## config.mk

```make
export PLATFORM = sky130hd
export DESIGN_NAME = space_saving_heavy_hitters
export DESIGN_NICKNAME = d
export VERILOG_FILES = /design/src/hdl/sshh_pkg.sv /design/src/hdl/sshh_cell.sv /design/src/hdl/space_saving_heavy_hitters.sv
export SDC_FILE = /design/constraint.sdc
export NUM_CORES = 2
export LEC_CHECK = 0
export BUFFER_PORTS_ARGS = -buffer_cell sky130_fd_sc_hd__buf_2
export CELL_PAD_IN_SITES_DETAIL_PLACEMENT = 1
export CELL_PAD_IN_SITES_GLOBAL_PLACEMENT = 1
export CORE_ASPECT_RATIO = 0.7
export CORE_MARGIN = 5
export CORE_UTILIZATION = 55
export DETAILED_ROUTE_END_ITERATION = 8
export PLACE_DENSITY = 0.88
export SYNTH_ARGS = -nofsm -noshare
export SYNTH_HDL_FRONTEND = slang
export SYNTH_SLANG_ARGS = --single-unit
```

## constraint.sdc

```tcl
create_clock -name clk -period 259.3 [get_ports clk]
set_clock_uncertainty 0.05 [all_clocks]
set_input_delay 51.86 -clock clk [delete_from_list [all_inputs] [get_ports clk]]
set_output_delay 51.86 -clock clk [all_outputs]
set_load 0.005 [all_outputs]
```

## src/hdl/sshh_pkg.sv

```systemverilog
// ----------------------------------------------------------------------------
// sshh_pkg
// Types and constants of the Space-Saving heavy-hitter table.
// ----------------------------------------------------------------------------
`default_nettype none
package sshh_pkg;
    localparam int SLOTS_DEF    = 64;
    localparam int KEY_BITS_DEF = 32;
    localparam int CNT_BITS     = 32;

    typedef enum logic {OP_INSERT = 1'b0, OP_LOOKUP = 1'b1} op_t;

    typedef struct packed {
        logic        opcode;
        logic [31:0] key;
    } req_t;

    typedef struct packed {
        logic        evicted;
        logic [31:0] evicted_key;
        logic [31:0] evicted_count;
        logic [31:0] key_count;
    } rsp_t;

    typedef enum logic [1:0] {ST_IDLE, ST_SCAN, ST_DONE} state_t;

    // Scan token type; the ring cells do not use it, they pass key and count.
    typedef struct packed {
        logic                found;
        logic                have_min;
        logic [CNT_BITS-1:0] min_cnt;
    } tok_t;
endpackage
`default_nettype wire

```

## src/hdl/sshh_cell.sv

```systemverilog
// ----------------------------------------------------------------------------
// sshh_cell
// One slot of the table; key/count rotate one cell per cycle while shift is high.
// ----------------------------------------------------------------------------
`default_nettype none
module sshh_cell
    import sshh_pkg::*;
#(
    parameter int KEY_BITS = KEY_BITS_DEF
)(
    input  wire logic                clk,
    input  wire logic                shift,
    input  wire logic [KEY_BITS-1:0] key_in,
    input  wire logic [CNT_BITS-1:0] cnt_in,
    output logic      [KEY_BITS-1:0] key_out,
    output logic      [CNT_BITS-1:0] cnt_out
);
    logic [KEY_BITS-1:0] key_reg;
    logic [CNT_BITS-1:0] cnt_reg;

    always_ff @(posedge clk)
    begin
        if (shift)
        begin
            key_reg <= key_in;
            cnt_reg <= cnt_in;
        end
    end

    assign key_out = key_reg;
    assign cnt_out = cnt_reg;
endmodule
`default_nettype wire

```

## src/hdl/space_saving_heavy_hitters.sv

```systemverilog
// ----------------------------------------------------------------------------
// space_saving_heavy_hitters
// Space-Saving frequent-item table built as a rotating ring of slot cells.
// ----------------------------------------------------------------------------
// Usage:
//   Raise start with req (opcode, key) while busy is low; the transaction is
//   taken on that edge. The ring of SLOTS cells rotates once around, one
//   slot per cycle past the head cell, which compares the key, tracks the
//   lowest count (first slot wins ties) and applies the update as the slot
//   passes. After the full turn a second turn rewrites the chosen minimum
//   slot on an eviction. The result is registered as the last turn ends;
//   busy drops in the cycle after done, and a new transaction is taken
//   only once busy is low again. All slots stream through the single head
//   comparator, so only one transaction is in flight at a time.
//   The result shows on rsp with done high for one cycle; the receiver
//   cannot stall. Reset empties the table (fill count to zero); slot
//   contents are not cleared, only occupied slots are ever read.
// ----------------------------------------------------------------------------
`default_nettype none
module space_saving_heavy_hitters
    import sshh_pkg::*;
#(
    parameter int SLOTS    = SLOTS_DEF,
    parameter int KEY_BITS = KEY_BITS_DEF
)(
    input  wire logic clk,
    input  wire logic rst_n,
    input  wire logic start,
    input  wire req_t req,
    output logic      busy,
    output logic      done,
    output rsp_t      rsp
);
    localparam int IW = $clog2(SLOTS + 1);
    localparam logic [CNT_BITS-1:0] CMAX = '1;

    state_t state_reg, state_next;
    logic [IW-1:0] idx_reg, used_reg, min_idx_reg;
    logic pass2_reg, op_reg;
    logic [KEY_BITS-1:0] key_reg;
    logic [CNT_BITS-1:0] min_cnt_reg, kc_reg;
    logic hit_reg;
    logic [KEY_BITS-1:0] evk_reg;
    rsp_t rsp_reg;

    logic [KEY_BITS-1:0] ck [SLOTS];
    logic [CNT_BITS-1:0] cc [SLOTS];
    logic [KEY_BITS-1:0] hk;
    logic [CNT_BITS-1:0] hc;
    logic shift, occ, match;
    logic fill, upd, ev_slot;
    logic [KEY_BITS-1:0] evk_now;
    logic [CNT_BITS-1:0] kc_now;

    // head of ring is cell SLOTS-1; its output feeds back into cell 0
    genvar g;
    generate
        for (g = 0; g < SLOTS; g++)
        begin : g_cell
            sshh_cell #(.KEY_BITS(KEY_BITS)) u_cell (
                .clk(clk), .shift(shift),
                .key_in(g == 0 ? hk : ck[(g == 0) ? 0 : g-1]),
                .cnt_in(g == 0 ? hc : cc[(g == 0) ? 0 : g-1]),
                .key_out(ck[g]), .cnt_out(cc[g]));
        end
    endgenerate

    assign shift = (state_reg == ST_SCAN);
    assign occ   = idx_reg < used_reg;
    assign match = occ && (ck[SLOTS-1] == key_reg);
    // slot idx_reg sits at the head; ring order keeps slot numbers aligned
    assign fill    = !pass2_reg && !occ && !hit_reg && op_reg == OP_INSERT
                     && idx_reg == used_reg;
    assign ev_slot = pass2_reg && idx_reg == min_idx_reg;
    assign upd     = ev_slot || (!pass2_reg && (match || fill));
    // head values of the current cycle, for a slot updated on the last step
    assign kc_now  = upd ? hc : kc_reg;
    assign evk_now = ev_slot ? ck[SLOTS-1] : evk_reg;

    always_comb
    begin
        hk = ck[SLOTS-1];
        hc = cc[SLOTS-1];
        if (!pass2_reg)
        begin
            if (match && op_reg == OP_INSERT)
                hc = (cc[SLOTS-1] == CMAX) ? CMAX : cc[SLOTS-1] + 1'b1;
            else if (fill)
            begin
                hk = key_reg;
                hc = CNT_BITS'(1);
            end
        end
        else if (idx_reg == min_idx_reg)
        begin
            hk = key_reg;
            hc = (min_cnt_reg == CMAX) ? CMAX : min_cnt_reg + 1'b1;
        end
    end

    always_comb
    begin
        state_next = state_reg;
        unique case (state_reg)
            ST_IDLE: if (start) state_next = ST_SCAN;
            ST_SCAN:
                if (idx_reg == IW'(SLOTS - 1))
                begin
                    if (pass2_reg || hit_reg || match || op_reg == OP_LOOKUP
                        || used_reg != IW'(SLOTS))
                        state_next = ST_DONE;
                end
            ST_DONE: state_next = ST_IDLE;
            default: state_next = ST_IDLE;
        endcase
    end

    always_ff @(posedge clk or negedge rst_n)
    begin
        if (!rst_n)
        begin
            state_reg <= ST_IDLE;
            used_reg  <= '0;
            idx_reg   <= '0;
            pass2_reg <= 1'b0;
        end
        else
        begin
            state_reg <= state_next;
            if (state_reg == ST_IDLE && start)
            begin
                idx_reg   <= '0;
                pass2_reg <= 1'b0;
            end
            else if (state_reg == ST_SCAN)
            begin
                if (idx_reg == IW'(SLOTS - 1))
                begin
                    idx_reg <= '0;
                    if (!pass2_reg && state_next == ST_SCAN) pass2_reg <= 1'b1;
                    if (!pass2_reg && !hit_reg && !match && op_reg == OP_INSERT
                        && used_reg != IW'(SLOTS))
                        used_reg <= used_reg + 1'b1;
                end
                else
                    idx_reg <= idx_reg + 1'b1;
            end
        end
    end

    always_ff @(posedge clk)
    begin
        if (state_reg == ST_IDLE && start)
        begin
            op_reg      <= req.opcode;
            key_reg     <= KEY_BITS'(req.key);
            hit_reg     <= 1'b0;
            kc_reg      <= '0;
            min_idx_reg <= '0;
            min_cnt_reg <= '1;
        end
        else if (state_reg == ST_SCAN && !pass2_reg)
        begin
            if (match)
            begin
                hit_reg <= 1'b1;
                kc_reg  <= hc;
            end
            else if (fill)
                kc_reg <= CNT_BITS'(1);
            if (occ && (idx_reg == '0 || cc[SLOTS-1] < min_cnt_reg))
            begin
                min_idx_reg <= idx_reg;
                min_cnt_reg <= cc[SLOTS-1];
            end
        end
        else if (state_reg == ST_SCAN && idx_reg == min_idx_reg)
        begin
            evk_reg <= ck[SLOTS-1];
            kc_reg  <= hc;
        end
        if (state_reg == ST_SCAN && state_next == ST_DONE)
        begin
            rsp_reg.evicted       <= pass2_reg;
            rsp_reg.evicted_key   <= pass2_reg ? 32'(evk_now) : '0;
            rsp_reg.evicted_count <= pass2_reg ? min_cnt_reg : '0;
            rsp_reg.key_count     <= kc_now;
        end
    end

    assign busy = (state_reg != ST_IDLE);
    assign done = (state_reg == ST_DONE);
    assign rsp  = rsp_reg;
endmodule
`default_nettype wire

```

==> flow_metrics.env <==
export IMPL_status="finished clean"
export IMPL_cts_sinks=4347
export IMPL_dieArea_mm2=0.258
export IMPL_critPathLaunchType="flop"
export IMPL_irDropWorstVdd_mv=0.00676
export IMPL_grt_pass1_wl_um=359000
export IMPL_drc=0
export IMPL_cts_resized_gates=0
export IMPL_drv_slew=0
export IMPL_worst_path_dominant_cell_family="flip-flops"
export IMPL_hold_path_class="flop to flop"
export IMPL_ant_nets=0
export IMPL_cts_root_buf="clkbuf_16"
export IMPL_synthCells=5413
export IMPL_rsz0062_at_grt="false"
export IMPL_synthAdderAreaFrac_pct=0.404
export IMPL_insertion_delay_ns=0.88
export IMPL_max_cap_violations=0
export IMPL_synth_compound_area_share_pct=1.69
export IMPL_required_ns=207.39
export IMPL_cp_arrival_ns=1.58
export IMPL_min_period_ns=53.49
export IMPL_synth_area_mm2=0.136
export IMPL_yosys_area_share_simple_pct=1.56
export IMPL_cts_hold_buf=0
export IMPL_firstDrtPassIters=5
export IMPL_start_util_pct=55.1
export IMPL_grt_overflow=0
export IMPL_crit_path_end_kind="output port"
export IMPL_dpl_hpwl_um=132000
export IMPL_grt_pass1_vias=54200
export IMPL_htreeDepth=5
export IMPL_core_rowCount=153
export IMPL_synth_fp_nets=5493
export IMPL_p_clk_share_pct=41.1
export IMPL_antenna_found_initial=20
export IMPL_port_buffers=134
export IMPL_drt_wl_total_um=239000
export IMPL_crit_chain="nor2_1, inv_1, buf_2"
export IMPL_synthMuxAreaShare_pct=0.347
export IMPL_synthArstFlopShare_pct=0.391
export IMPL_fillCellCount=19700
export IMPL_drt_iter0_markers=5458
export IMPL_final_nets=6011
export IMPL_cp_slowest_cell="dfrtp_1"
export IMPL_vias=51400
export IMPL_cts_tree="done"
export IMPL_num_io_pins=135
export IMPL_synth_seq_cells=4347
export IMPL_drive_above_1_share_pct=13.2
export IMPL_placed_area_mm2=0.142
export IMPL_worst_slew_pin_transition_ns=1.35
export IMPL_p_leak_uw=0.0411
export IMPL_syn2layout_area_growth_pct=12.6
export IMPL_hold_viol_final=0
export IMPL_fin_tns_setup_ns=0
export IMPL_crit_path_max_incr_delay_ns=0.40
export IMPL_p_seq_share_pct=57.0
export IMPL_fin_area_mm2=0.154
export IMPL_syn_area_per_cell_um2=25.2
export IMPL_grtUsageTotal_pct=18.7
export IMPL_seq_area_frac_synth_pct=95.1
export IMPL_fmax_mhz=18.7
export IMPL_core_area_mm2=0.248
export IMPL_vias_per_cell=5.37
export IMPL_cts_buffers=377
export IMPL_setup_ws_ns=205.81
export IMPL_synth_top_family_by_area="compound AO/OA/AOI/OAI gates"
export IMPL_period_share_pct=20.6
export IMPL_synth_edf_count=4258
export IMPL_globalplace_congestion=0.858
export IMPL_cts_clk_slew_worst_paths_ns=0.07
export IMPL_ys_flop_type="edfxtp_1"
export IMPL_synth_warnings=0
export IMPL_die_width_um=605
export IMPL_power_density_mw_per_mm2=8.82
export IMPL_setup_viol=0
export IMPL_cts_setup_buffers=0
export IMPL_dp_slack_ns=204.47
export IMPL_grt_start_max_net_pins=211
export IMPL_die_h_um=427
export IMPL_max_slew_margin_pct=9.56
export IMPL_wl_per_cell_um=25.0
export IMPL_p_switching_uw=270
export IMPL_synthXorXnorAreaFrac_pct=0.462
export IMPL_critPathMaxFanout=3
export IMPL_ys_types=84
export IMPL_critPathKind="flop to output port"
export IMPL_ctsLongestPathBuffers=4
export IMPL_crit_buf_inv=2
export IMPL_switching_share_pct=19.9
export IMPL_power_frac_comb_pct=1.9
export IMPL_p_int_uw=1090
==> worst reg2reg max path: stages, from the launching register on <==
cell	delay (ns)
dfrtp_1	0.38
nand2b_1	0.47
inv_8	0.78
buf_4	0.97
buf_4	0.95
buf_4	0.89
buf_4	0.95
buf_4	0.90
buf_4	0.84
buf_4	0.96
==> cell usage after synthesis, types with 38 or more instances <==
| cell | count | area [um2] |
|---|---|---|
| ha_1 | 44 | 551 |
| inv_1 | 57 | 214 |
| dfxtp_1 | 72 | 1440 |
| nand4_1 | 46 | 288 |
| edfxtp_1 | 4258 | 128000 |
| clkbuf_1 | 40 | 150 |
| a31oi_1 | 56 | 350 |
| xnor2_1 | 62 | 543 |
| o21ai_0 | 50 | 250 |
| nor2_1 | 76 | 285 |
| mux2_2 | 38 | 428 |
| a21oi_1 | 114 | 571 |
| nand3_1 | 43 | 215 |
| nand2_1 | 148 | 556 |
==> power by group through the flow <==
stage / Sequential, uW / Combinational (uW) / Clock, uW
2_1_floorplan: 937 / 16.6 / 0
3_3_place_gp: 788 / 24.3 / 0
3_5_place_dp: 788 / 25.7 / 0
4_1_cts: 772 / 25.7 / 569
5_1_grt: 772 / 27.5 / 610
6_report: 772 / 25.7 / 557
==> logic make-up after synthesis <==
family                     Yosys count
AOI/OAI and AO/OA                  359
buffers and inverters              135
DFF                               4347
xor gates and xnor gates            72
and+or+nand+nor                    414
muxes                               42
adders and majority gates           44
==> worst paths after layout <==
path,slack (ns),start,to,cells after the start
max in group asynchronous,207.99,rst_n,idx_reg[0],1
min reg2reg,0.33,g_cell[24].u_cell.cnt_out[27],g_cell[25].u_cell.cnt_out[27],0
max,205.81,state_reg[0],busy,3
max reg2reg,250.72,state_reg[1],g_cell[29].u_cell.key_out[8],9
min in group asynchronous,50.88,rst_n,idx_reg[3],1
min,0.33,g_cell[24].u_cell.cnt_out[27],g_cell[25].u_cell.cnt_out[27],0
==> per-layer routing <==
layer / track usage [%] / part of all wire (%) / up-vias / routed length (um)
met1: 26.1 / 41 / 26600 / 98700
met5: 0 / 0.025 / - / 59
met2: 29.4 / 48 / 1594 / 116000
met4: 6.77 / 3.5 / 10 / 8350
met3: 4.45 / 7.0 / 503 / 16800
li1: - / - / 22700 / -
==> layout make-up <==
cell class	instances	area [um2]	area share, %
sequential	4347	130000	84.4
multi-input combinational	931	6120	3.98
inverter	59	229	0.149
antenna	14	35.0	0.0228
clock inverter	222	2070	1.35
clock buffer	454	9950	6.48
timing repair buffer	215	1320	0.862
tap	3332	4170	2.71
==> metrics by stage <==
step,utilization (%),std cells,hold WS [ns],total power (uW)
after floorplan,-,5413,0.350,954
after global placement,57.2,8883,0.350,812
after detailed placement,57.2,8883,0.355,813
after CTS,62.0,9559,0.339,1370
after global routing,62.1,9573,0.356,1410
final,62.1,9574,0.333,1360
==> cells in the final DEF, fill, tap and decap left out, types with 10 or more instances in the layout <==
cell type,n
xor2_1,10
dfxtp_1,72
dfrtp_1,17
and2_1,11
buf_2,134
xnor2_1,62
ha_1,44
clkbuf_1,63
diode_2,14
o2bb2ai_1,20
nand3_1,43
and3_1,18
a21o_1,20
buf_4,77
nand4_1,46
nor3_1,16
edfxtp_1,4258
mux2_2,38
and4_1,10
clkbuf_16,385
nor4_1,11
clkinv_2,78
nand2_1,148
bufinv_16,36
nor2_1,73
a31oi_1,56
o21ai_0,50
a21oi_1,114
clkinv_1,79
o21ai_1,15
a22o_1,11
inv_1,56
(Power assumes the default switching activity.)
